--- config.mk ---
export PLATFORM = sky130hd
export DESIGN_NAME = next_fit_slot_allocator_top
export DESIGN_NICKNAME = d
export VERILOG_FILES = /design/src/hdl/nfsa_pkg.sv /design/src/hdl/next_fit_slot_allocator_top.sv /design/src/hdl/nfsa_ram.sv /design/src/hdl/nfsa_ctrl.sv
export VERILOG_INCLUDE_DIRS = /design/src /design/src/hdl
export SDC_FILE = /design/constraint.sdc
export NUM_CORES = 1
export LEC_CHECK = 0
export ABC_AREA = 0
export ABC_CLOCK_PERIOD_IN_PS = 7000
export BUFFER_PORTS_ARGS = -buffer_cell sky130_fd_sc_hd__buf_2
export CAP_MARGIN = 20
export CELL_PAD_IN_SITES_DETAIL_PLACEMENT = 1
export CELL_PAD_IN_SITES_GLOBAL_PLACEMENT = 2
export CORE_MARGIN = 2
export CORE_UTILIZATION = 30
export CTS_CLUSTER_DIAMETER = 60
export DETAILED_ROUTE_END_ITERATION = 6
export GPL_TIMING_DRIVEN = 0
export PLACE_DENSITY_LB_ADDON = 0.1
export RECOVER_POWER = 50
export SYNTH_ARGS = -nofsm -noshare
export SYNTH_HDL_FRONTEND = slang
export SYNTH_SLANG_ARGS = --single-unit
--- constraint.sdc ---
create_clock -name clk -period 7 [get_ports clk]
set_input_delay 0.7 -clock clk [delete_from_list [all_inputs] [get_ports clk]]
set_output_delay 0.7 -clock clk [all_outputs]
set_load 0.02 [all_outputs]
--- src/hdl/next_fit_slot_allocator_top_assert.svh ---
// ----------------------------------------------------------------------------
// Assertion macros for the next-fit slot allocator
// Shorthand for clocked implication checks, disabled while reset is held.
// ----------------------------------------------------------------------------
`ifndef NEXT_FIT_SLOT_ALLOCATOR_TOP_ASSERT_SVH
`define NEXT_FIT_SLOT_ALLOCATOR_TOP_ASSERT_SVH

// Same-cycle implication: when ante holds, cons holds in that cycle.
`define NFSA_ASSERT_SAME(label, ante, cons, msg) \
    label: assert property (@(posedge clk) disable iff (!rst_n) (ante) |-> (cons)) \
        else $error(msg);

// Next-cycle implication: when ante holds, cons holds in the cycle after.
`define NFSA_ASSERT_NEXT(label, ante, cons, msg) \
    label: assert property (@(posedge clk) disable iff (!rst_n) (ante) |=> (cons)) \
        else $error(msg);

`endif

--- src/hdl/nfsa_pkg.sv ---
// ----------------------------------------------------------------------------
// nfsa_pkg
// Types and constants shared by the next-fit slot allocator modules.
// ----------------------------------------------------------------------------
package nfsa_pkg;

    // Width of the next-fit pointer; it can hold the slot count itself.
    localparam int PTR_W = 9;
    // Width of a slot number on the ports.
    localparam int IDX_W = 8;

    // Command codes carried on the input word.
    typedef enum logic [1:0] {
        CMD_ALLOC       = 2'd0,
        CMD_RELEASE     = 2'd1,
        CMD_RELEASE_ALL = 2'd2,
        CMD_QUERY       = 2'd3
    } cmd_t;

    // Status codes carried on the result word.
    typedef enum logic [1:0] {
        ST_DONE  = 2'd0,
        ST_FULL  = 2'd1,
        ST_RANGE = 2'd2
    } status_t;

    // Sequencer states.
    typedef enum logic [2:0] {
        S_IDLE,
        S_SCAN,
        S_LOOK,
        S_FIN
    } state_t;

    // One result word handed from the sequencer to the output stage.
    typedef struct packed {
        status_t            status;
        logic [IDX_W-1:0]   granted_slot;
        logic               occupied;
    } res_t;

endpackage

--- src/hdl/next_fit_slot_allocator_top.sv ---
// ----------------------------------------------------------------------------
// next_fit_slot_allocator_top
// Next-fit connection slot allocator with allocate, release, release-all and
// query commands over stream channels.
// ----------------------------------------------------------------------------
// Channel   Dir  Handshake                    Payload
// s_axis    in   s_axis_tvalid/s_axis_tready  tuser: command, tdata: slot_index
// m_axis    out  m_axis_tvalid/m_axis_tready  tuser: status,
//                                             tdata: granted_slot, occupied
//
// Allocate examines the slots in turn from the next-fit pointer, at most
// SLOTS - 1 of them; one compare unit reads the map each cycle.
// One command is in work at a time; a new word is taken while the last result
// still waits in the output register.
// Reset clears the map and sets the next-fit pointer to slot 1.
// ----------------------------------------------------------------------------
`include "next_fit_slot_allocator_top_assert.svh"

module next_fit_slot_allocator_top
    import nfsa_pkg::*;
#(
    parameter int SLOTS = 256
) (
    input  logic        clk,
    input  logic        rst_n,
    // Command stream.
    input  logic        s_axis_tvalid,
    output logic        s_axis_tready,
    input  logic [7:0]  s_axis_tdata,   // [7:0] slot_index
    input  logic [1:0]  s_axis_tuser,   // [1:0] command
    // Result stream.
    output logic        m_axis_tvalid,
    input  logic        m_axis_tready,
    output logic [15:0] m_axis_tdata,   // [7:0] granted_slot, [8] occupied, [15:9] zero
    output logic [1:0]  m_axis_tuser    // [1:0] status
);

    logic   res_valid;
    logic   res_ready;
    res_t   res;
    logic   out_vld_reg, out_vld_next;
    res_t   out_res_reg, out_res_next;

    nfsa_ctrl #(
        .SLOTS (SLOTS)
    ) u_ctrl (
        .clk       (clk),
        .rst_n     (rst_n),
        .cmd_valid (s_axis_tvalid),
        .cmd_ready (s_axis_tready),
        .cmd       (cmd_t'(s_axis_tuser)),
        .cmd_idx   (s_axis_tdata),
        .res_valid (res_valid),
        .res_ready (res_ready),
        .res       (res)
    );

    // Output register: it takes a new word whenever it is empty or being drained.
    assign res_ready = !out_vld_reg || m_axis_tready;

    always_comb
    begin
        out_vld_next = out_vld_reg;
        out_res_next = out_res_reg;
        if (res_valid && res_ready)
        begin
            out_vld_next = 1'b1;
            out_res_next = res;
        end
        else if (m_axis_tready)
        begin
            out_vld_next = 1'b0;
        end
    end

    always_ff @(posedge clk or negedge rst_n)
    begin
        if (!rst_n)
        begin
            out_vld_reg <= 1'b0;
        end
        else
        begin
            out_vld_reg <= out_vld_next;
        end
    end

    always_ff @(posedge clk)
    begin
        out_res_reg <= out_res_next;
    end

    assign m_axis_tvalid = out_vld_reg;
    assign m_axis_tuser  = out_res_reg.status;
    assign m_axis_tdata  = {7'd0, out_res_reg.occupied, out_res_reg.granted_slot};

    // A taken command keeps the input from being ready in the cycle after.
    `NFSA_ASSERT_NEXT(a_busy_after_accept, s_axis_tvalid && s_axis_tready, !s_axis_tready,
        "input taken again right after a command")
    // A full table never reports a granted slot.
    `NFSA_ASSERT_SAME(a_full_no_grant, m_axis_tvalid && (m_axis_tuser == ST_FULL),
        m_axis_tdata[7:0] == 8'd0, "granted slot on a full table")
    // A granted slot always lies within the table.
    `NFSA_ASSERT_SAME(a_grant_in_range, m_axis_tvalid,
        {1'b0, m_axis_tdata[7:0]} < 9'(SLOTS), "granted slot beyond the table")

endmodule

--- src/hdl/nfsa_ram.sv ---
// ----------------------------------------------------------------------------
// nfsa_ram
// Generic single-write, single-read RAM with a registered read port.
// ----------------------------------------------------------------------------
module nfsa_ram #(
    parameter int WIDTH = 1,
    parameter int DEPTH = 256
) (
    input  logic                     clk,
    input  logic                     we,
    input  logic [$clog2(DEPTH)-1:0] waddr,
    input  logic [WIDTH-1:0]         wdata,
    input  logic                     re,
    input  logic [$clog2(DEPTH)-1:0] raddr,
    output logic [WIDTH-1:0]         rdata
);

    logic [WIDTH-1:0] mem_reg [DEPTH];
    logic [WIDTH-1:0] rdata_reg;

    // Write port.
    always_ff @(posedge clk)
    begin
        if (we)
        begin
            mem_reg[waddr] <= wdata;
        end
    end

    // Registered read port.
    always_ff @(posedge clk)
    begin
        if (re)
        begin
            rdata_reg <= mem_reg[raddr];
        end
    end

    assign rdata = rdata_reg;

endmodule

--- src/hdl/nfsa_ctrl.sv ---
// ----------------------------------------------------------------------------
// nfsa_ctrl
// Command sequencer: owns the occupancy map and walks it one slot a cycle
// through a single compare unit for next-fit allocation.
// ----------------------------------------------------------------------------
module nfsa_ctrl
    import nfsa_pkg::*;
#(
    parameter int SLOTS = 256
) (
    input  logic             clk,
    input  logic             rst_n,
    // Command side.
    input  logic             cmd_valid,
    output logic             cmd_ready,
    input  cmd_t             cmd,
    input  logic [IDX_W-1:0] cmd_idx,
    // Result side.
    output logic             res_valid,
    input  logic             res_ready,
    output res_t             res
);

    localparam int                 AW        = (SLOTS > 1) ? $clog2(SLOTS) : 1;
    localparam logic [PTR_W-1:0]   SLOT_CNT  = PTR_W'(SLOTS);
    localparam logic [PTR_W-1:0]   LAST_SLOT = PTR_W'(SLOTS - 1);
    localparam logic [PTR_W-1:0]   FIRST_USE = PTR_W'(1);

    state_t             state_reg, state_next;
    cmd_t               cmd_reg, cmd_next;
    logic [IDX_W-1:0]   idx_reg, idx_next;
    logic [PTR_W-1:0]   ptr_reg, ptr_next;
    logic [PTR_W-1:0]   scan_reg, scan_next;
    logic [PTR_W-1:0]   stop_reg, stop_next;
    logic               wrap_reg, wrap_next;
    logic               chk_vld_reg, chk_vld_next;
    logic [AW-1:0]      chk_idx_reg, chk_idx_next;
    logic [SLOTS-1:0]   valid_reg, valid_next;
    res_t               res_reg, res_next;

    logic               ram_we;
    logic [AW-1:0]      ram_waddr;
    logic               ram_wdata;
    logic               ram_re;
    logic [AW-1:0]      ram_raddr;
    logic               ram_rdata;

    logic               in_range;
    logic               chk_used;
    logic               look_used;

    // The map itself; an entry counts as used only while its valid bit is set.
    nfsa_ram #(
        .WIDTH (1),
        .DEPTH (SLOTS)
    ) u_map (
        .clk   (clk),
        .we    (ram_we),
        .waddr (ram_waddr),
        .wdata (ram_wdata),
        .re    (ram_re),
        .raddr (ram_raddr),
        .rdata (ram_rdata)
    );

    assign in_range  = ({1'b0, cmd_idx} < SLOT_CNT);
    assign chk_used  = valid_reg[chk_idx_reg] & ram_rdata;
    assign look_used = valid_reg[idx_reg[AW-1:0]] & ram_rdata;

    assign cmd_ready = (state_reg == S_IDLE);
    assign res_valid = (state_reg == S_FIN);
    assign res       = res_reg;

    // Control registers.
    always_ff @(posedge clk or negedge rst_n)
    begin
        if (!rst_n)
        begin
            state_reg   <= S_IDLE;
            ptr_reg     <= FIRST_USE;
            valid_reg   <= '0;
            chk_vld_reg <= 1'b0;
            wrap_reg    <= 1'b0;
        end
        else
        begin
            state_reg   <= state_next;
            ptr_reg     <= ptr_next;
            valid_reg   <= valid_next;
            chk_vld_reg <= chk_vld_next;
            wrap_reg    <= wrap_next;
        end
    end

    // Payload registers.
    always_ff @(posedge clk)
    begin
        cmd_reg     <= cmd_next;
        idx_reg     <= idx_next;
        scan_reg    <= scan_next;
        stop_reg    <= stop_next;
        chk_idx_reg <= chk_idx_next;
        res_reg     <= res_next;
    end

    // Next state, map accesses and the scan step.
    always_comb
    begin
        state_next   = state_reg;
        cmd_next     = cmd_reg;
        idx_next     = idx_reg;
        ptr_next     = ptr_reg;
        scan_next    = scan_reg;
        stop_next    = stop_reg;
        wrap_next    = wrap_reg;
        chk_vld_next = chk_vld_reg;
        chk_idx_next = chk_idx_reg;
        valid_next   = valid_reg;
        res_next     = res_reg;
        ram_we       = 1'b0;
        ram_waddr    = chk_idx_reg;
        ram_wdata    = 1'b0;
        ram_re       = 1'b0;
        ram_raddr    = scan_reg[AW-1:0];

        case (state_reg)
            S_IDLE:
            begin
                if (cmd_valid)
                begin
                    cmd_next = cmd;
                    idx_next = cmd_idx;
                    case (cmd)
                        CMD_ALLOC:
                        begin
                            // Start at the pointer, or at slot 1 when it sits past the top.
                            chk_vld_next = 1'b0;
                            if (ptr_reg < SLOT_CNT)
                            begin
                                scan_next = ptr_reg;
                                stop_next = ptr_reg;
                                wrap_next = 1'b0;
                            end
                            else
                            begin
                                scan_next = FIRST_USE;
                                stop_next = SLOT_CNT;
                                wrap_next = 1'b1;
                            end
                            state_next = S_SCAN;
                        end
                        CMD_RELEASE_ALL:
                        begin
                            valid_next = '0;
                            res_next   = '{status: ST_DONE, granted_slot: '0, occupied: 1'b0};
                            state_next = S_FIN;
                        end
                        default:
                        begin
                            // Release and query read the slot first when it lies within the table.
                            if (in_range)
                            begin
                                ram_re     = 1'b1;
                                ram_raddr  = cmd_idx[AW-1:0];
                                state_next = S_LOOK;
                            end
                            else
                            begin
                                res_next   = '{status: ST_RANGE, granted_slot: '0,
                                               occupied: 1'b0};
                                state_next = S_FIN;
                            end
                        end
                    endcase
                end
            end

            S_LOOK:
            begin
                res_next = '{status: ST_DONE, granted_slot: '0, occupied: look_used};
                if (cmd_reg == CMD_RELEASE)
                begin
                    ram_we    = 1'b1;
                    ram_waddr = idx_reg[AW-1:0];
                    ram_wdata = 1'b0;
                end
                state_next = S_FIN;
            end

            S_SCAN:
            begin
                if (chk_vld_reg && !chk_used)
                begin
                    // Free slot found: claim it and move the pointer past it.
                    ram_we                  = 1'b1;
                    ram_waddr               = chk_idx_reg;
                    ram_wdata               = 1'b1;
                    valid_next[chk_idx_reg] = 1'b1;
                    ptr_next                = PTR_W'(chk_idx_reg) + FIRST_USE;
                    chk_vld_next            = 1'b0;
                    res_next   = '{status: ST_DONE, granted_slot: IDX_W'(chk_idx_reg),
                                   occupied: 1'b0};
                    state_next = S_FIN;
                end
                else if (!wrap_reg || (scan_reg < stop_reg))
                begin
                    // Issue the next read while the previous one is checked.
                    ram_re       = 1'b1;
                    ram_raddr    = scan_reg[AW-1:0];
                    chk_vld_next = 1'b1;
                    chk_idx_next = scan_reg[AW-1:0];
                    if (!wrap_reg && (scan_reg == LAST_SLOT))
                    begin
                        scan_next = FIRST_USE;
                        wrap_next = 1'b1;
                    end
                    else
                    begin
                        scan_next = scan_reg + FIRST_USE;
                    end
                end
                else
                begin
                    chk_vld_next = 1'b0;
                    if (!chk_vld_reg)
                    begin
                        // Every slot checked and none free.
                        res_next   = '{status: ST_FULL, granted_slot: '0, occupied: 1'b0};
                        state_next = S_FIN;
                    end
                end
            end

            S_FIN:
            begin
                if (res_ready)
                begin
                    state_next = S_IDLE;
                end
            end

            default:
            begin
                state_next = S_IDLE;
            end
        endcase
    end

endmodule
Word level (Yosys, flattened, before mapping)
Memory sizes are Yosys's and may differ from the RTL's. A register that Yosys moved wholly into a read port is not among the register bits.
Cells that the tools add are included.

storage, ports and cells
  register bits after elaboration = 329
  output and inout port bits = 20
  word-level logic and storage cells = 128
  memories = 1
  memory bits (writable) = 256

cells by class
  reduce and logical (&&, ||, !) cells = 25
  eq/ne operators = 16
  bitwise gates (word level) = 4
  add/sub/neg operators = 2
  magnitude comparators = 5
  multiplexer cells = 58

memories
  name                  depth  bits a word  rd ports  clocked after memory_dff  write ports  line            RTL
  u_ctrl.u_map.mem_reg  256    1            1         1                         1            nfsa_ram.sv:18  logic [WIDTH-1:0] mem_reg [DEPTH];

operator list
  cell                 number
  $mux 256             3
  $pmux 256 s2         1
  $or 256x256->256     1
  $mux 11              5
  $mux 9               6
  $mux 8               5
  $pmux 11 s3          1
  $mux 1               22
  $lt 8x9->1 const B   2
  $pmux 9 s2           1
  $bmux 1 s8           2
  $mux 3               5
  $ne 2x1->1 const B   6
  $pmux 3 s4           1
  $reduce_and 5->1     2
  $add 8x1->9 const B  1
  $add 9x1->9 const B  1
  $eq 9x8->1 const B   1
  $lt 9x9->1           1
  $lt 9x9->1 const B   1
  $reduce_and 3->1     3
  $demux 1 s8          1
  $ge 8x1->1 const B   1
  $pmux 1 s2           4
  other kinds (21)     33

Depth between registers and ports, before layout
  depth after elaboration = 9
  gate-level depth with buffers = 16

Hierarchy
From an unflattened synthesis, not the netlist that was laid out.

second synthesis, totals
  cell total of the unflattened synthesis = 2,278
  area total of the unflattened synthesis = 28,210.8 µm²

modules (own cells, without submodules)
  module                       area an instance (µm²)  cells each  instances
  nfsa_ctrl                    16,632.2                1,467       1
  nfsa_ram                     11,138.2                788         1
  next_fit_slot_allocator_top  440.4                   23          1

Least setup slack after synthesis
No wires, ideal clock.

  path kind = register to register
  start point = register u_ctrl.chk_idx_reg[1]
  end point = memory u_ctrl.u_map.mem_reg[153] (enable)
  path slack = 1,690 ps
  stages on the path, launching flop included = 12
  buffers on the path = 3
  period minus slack after synthesis = 5,310 ps
  arrival time = 4,997 ps
  required time = 6,687 ps
  path through = edfxtp_1 -> buf_1 -> clkbuf_1 -> mux4_2 -> a221oi_1 -> o22ai_1 -> o311ai_2 -> nand3_2 -> inv_2 -> a31oi_2 -> buf_2 -> nor3_1

on the way
  longest elaborated chain between the ends = 9
  elaborated cells between the ends (all ways) = 11
  classes of those cells = 8 x mux; 1 x bitwise; 2 x reduce/logical

ends and longest elaborated chain
  what                          line              RTL
  from (decl)                   nfsa_ctrl.sv:37   logic [AW-1:0] chk_idx_reg, chk_idx_next;
  from (signal assigned)        nfsa_ctrl.sv:102  chk_idx_reg <= chk_idx_next;
  $bmux 1 s8                    nfsa_ctrl.sv:67   assign chk_used = valid_reg[chk_idx_reg] & ram_rdata;
  $mux 1 (implied by the code)  nfsa_ctrl.sv:67
  $and 1x1->1                   nfsa_ctrl.sv:67
  $logic_not 1->1               nfsa_ctrl.sv:192  if (chk_vld_reg && !chk_used)
  $logic_and 1x1->1             nfsa_ctrl.sv:192
  $mux 1                        nfsa_ctrl.sv:192
  $pmux 1 s2                    nfsa_ctrl.sv:126  case (state_reg)
  $mux 1                        nfsa_ram.sv:24    if (we)
  $mux 1 (implied by the code)  nfsa_ram.sv:26    mem_reg[waddr] <= wdata;
  to (decl)                     nfsa_ram.sv:18

Parallel ways exist; a longest one is shown, timed or not. The select of a mux whose other input is x is not followed.

Final worst setup path
  start point = register u_ctrl.chk_idx_reg[3]
  end point = memory u_ctrl.u_map.mem_reg[166] (enable)

Same word-level chain as after synthesis.

==> results.md <==
- Dpl ws: -0.307 ns
- CTS tree: yes
- Slew Viols, Final: 79
- Initial antenna violation count: 7
- CTS buffer count: 80
- Starting density of the core: a little under a third
- Setup CP Type: reg -> reg
- Yosys top cell area share: about a third
- Nets: 2,782
- First-pass GRT wire length: 181 mm
- Avg Cell Area, Syn: between 10 and 15 sq um
- Synth warnings: 0
- Tightest Pin Transition: 4.35 ns
- Reg2Reg Depth: 11
- Max Cap Violations: 2
- Count leader, synth: nand2_1
- Post-route cell area: between 30,000 and 40,000 sq um
- Failing checks: max-capacitance violations, max-slew violations
- GRT overflow: 0
- Postcts setup bufs: 0
- Top cell type by total area after synthesis: edfxtp_1
- Global placement routability congestion: about 0.90
- All-Layer GR Usage: a little over a quarter
- Clock skew: ~0.040 ns
- Worst hold path depth: 1
- Vias per Instance: around 5.6
- Final hold vios: 0
- Capturing point of the worst reg2reg path: u_ctrl.u_map.mem_reg[166]
- Final critical-path share of the clock period: between 90% and 100%
- Clk_lat worst skew: around 0.68 ns
- Post-synth top flop: edfxtp_1
- Sequential fraction of the synthesis area: ~56%
- Status: finished, violations left
- Dpl cell area: roughly 31,000 sq um
- Worst r2r src: u_ctrl.chk_idx_reg[3]
- Post-synth top cells: nand2_1, edfxtp_1, dfrtp_1
- TNS Setup: 0 ns
- Min Tclk post-route: a little under 7 ns
- Deepest clock path buffer count: 3
- EDFF count, synth: approximately 310
- Largest net degree at the start of global routing: approximately 140
- Post-Syn Instances: approximately 2,600
- Detail Placement HPWL: 91.7 mm
- Layout area overhead: 17.2%
- Final setup fails: 0
- Vias in the first global route: around 24,000
- # fillers: 10,400
- Root Buffer: clkbuf_16
- Core ar.: roughly 95,000 sq um
- Die height: about 310 um
- Element type at the critical path start: flip-flop
- Fmax: about 150 MHz
- Synth Register Bits: 583
- Share of cells above drive strength 1: 12.6%
- Via count: between 20,000 and 25,000
- Slew margin rel.: -190%
- Std-Cell Rows: between 100 and 150
- Worst Path Max Fanout: 143
- CP required: 7.38 ns
- Setup slack, reg-to-reg: 0.20 ns
- Yosys cell types: 61
- Die ar.: between 90,000 and 100,000 sq um
- Peak supply drop: about 0.00019 V
- PnR worst setup slack: 0.200 ns
- Hold EP: u_ctrl.idx_reg[3]
- Die Span X: about 310 um
- Routed Antenna Nets: 0
- Worst setup EP type: flip-flop
- IO Port Bufs: 25
- HP Start: s_axis_tdata[3]
- Remaining DRCs: 0
- Clock slew at reported path FFs: roughly 0.060 ns
- 1st-pass router iterations: 7
- Synth area leaders: edfxtp_1, dfrtp_1, mux4_2, nand2_1, mux2i_1
- Detailed router's first-iteration violation count: approximately 2,100
- Ys async rst share: around 46%
- Routed wire length: approximately 130 mm
- Synthesized area: between 20,000 and 30,000 sq um
- I/O pin count: 34
- H-tree depth: 3
- Drt wl/cell: ~31 um
- Unrepaired setup endpoints after global routing: false
- Worst Hold Class: in -> reg
- Crit path DAT: ~7 ns
- Pwr Density: about 400 nW/um^2
- Clk sinks: a little under 600
- Leak Pwr: ~12 nW
## placed cells by master (no fill, tap or decap), drive strengths merged, types with 9 or more instances in the layout
cell type and instances:
nand2 524, edfxtp 313, clkbuf 289, o21ai 279, nor3 276, dfrtp 269, mux2i 154, mux4 108
buf 102, nand3 84, nor2 42, a22oi 42, a21oi 40, inv 29, o22ai 28, clkinv 24
nor2b 19, nor4 18, ha 17, a31oi 15, bufinv 12, nand3b 10, xnor2 9
## kinds of logic after synthesis
logic type,after synthesis,share of synthesized area (%)
simple gates,1007,15.7
flops,583,56.0
compound gates,460,9.32
mux,267,14.0
buf+inv,255,3.86
fa+ha+maj,17,0.737
xor+xnor,13,0.395
other cells,1,0.0130
## stage by stage
step | power (mW) | hold WS (ns) | std cells | utilization (%)
floorplan | 6.93 | 0.400 | 2610 | -
finish | 13.6 | 0.254 | 4086 | 35.5
global placement | 9.09 | 0.421 | 3900 | 32.1
global route | 14.1 | 0.255 | 4082 | 35.5
CTS | 13.6 | 0.204 | 4078 | 35.5
detailed placement | 9.25 | 0.424 | 3929 | 32.6
## worst max path at each step
stage                     cells past startpoint                  start  slack, ns                         to
after floorplan                              11  u_ctrl.chk_idx_reg[1]       1.69  u_ctrl.u_map.mem_reg[153]
after global placement                       11  u_ctrl.chk_idx_reg[1]      -3.63  u_ctrl.u_map.mem_reg[164]
after detailed placement                     12  u_ctrl.chk_idx_reg[1]      -0.31  u_ctrl.u_map.mem_reg[166]
after CTS                                    12  u_ctrl.chk_idx_reg[1]       0.10  u_ctrl.u_map.mem_reg[166]
after global routing                         11  u_ctrl.chk_idx_reg[3]       0.13  u_ctrl.u_map.mem_reg[167]
final                                        11  u_ctrl.chk_idx_reg[3]       0.20  u_ctrl.u_map.mem_reg[166]
## what timing repair did
action,in CTS,in global routing
hold endpoints to repair,4,0
hold buffers,1,0
setup endpoints to repair,123,94
resized for setup,1,2
## power breakdown
| group | switching, mW | internal [mW] |
|---|---|---|
| logic | 3.49 | 1.30 |
| clock network | 1.70 | 2.64 |
| registers | 0.329 | 4.10 |
## critical path, stage by stage (launching register included)
cell and delay (ns):
edfxtp_1 0.76, clkbuf_1 0.62, inv_1 0.50, nor2_1 1.02
a22oi_1 0.34, a21oi_1 0.35, o311ai_2 0.31, nand3_2 0.33
clkinv_8 0.35, a31oi_2 1.02, clkbuf_1 0.62, nor3_1 0.14
## area by class of cell
class | count | area (sq um) | area share (%)
clock inverters | 44 | 632 | 1.87
flip-flops and latches | 583 | 16200 | 47.8
diodes | 4 | 10.0 | 0.0296
plain buffers | 229 | 990 | 2.93
inverters | 26 | 110 | 0.326
clock buffers | 104 | 2150 | 6.37
multi-input cells | 1772 | 11600 | 34.4
well taps | 1265 | 1580 | 4.68
repair buffers | 59 | 536 | 1.58
## routing by layer
metal | share of wire [%] | GRT usage [%] | vias to the layer above | routed length, um
met4 | 3.3 | 8.39 | 2 | 4240
met5 | 0.010 | 0 | - | 13
met3 | 7.5 | 6.17 | 197 | 9640
met1 | 44 | 35.3 | 12100 | 55700
met2 | 46 | 41.1 | 798 | 58400
li1 | - | - | 9886 | -
Power figures use the tool's default switching activity.
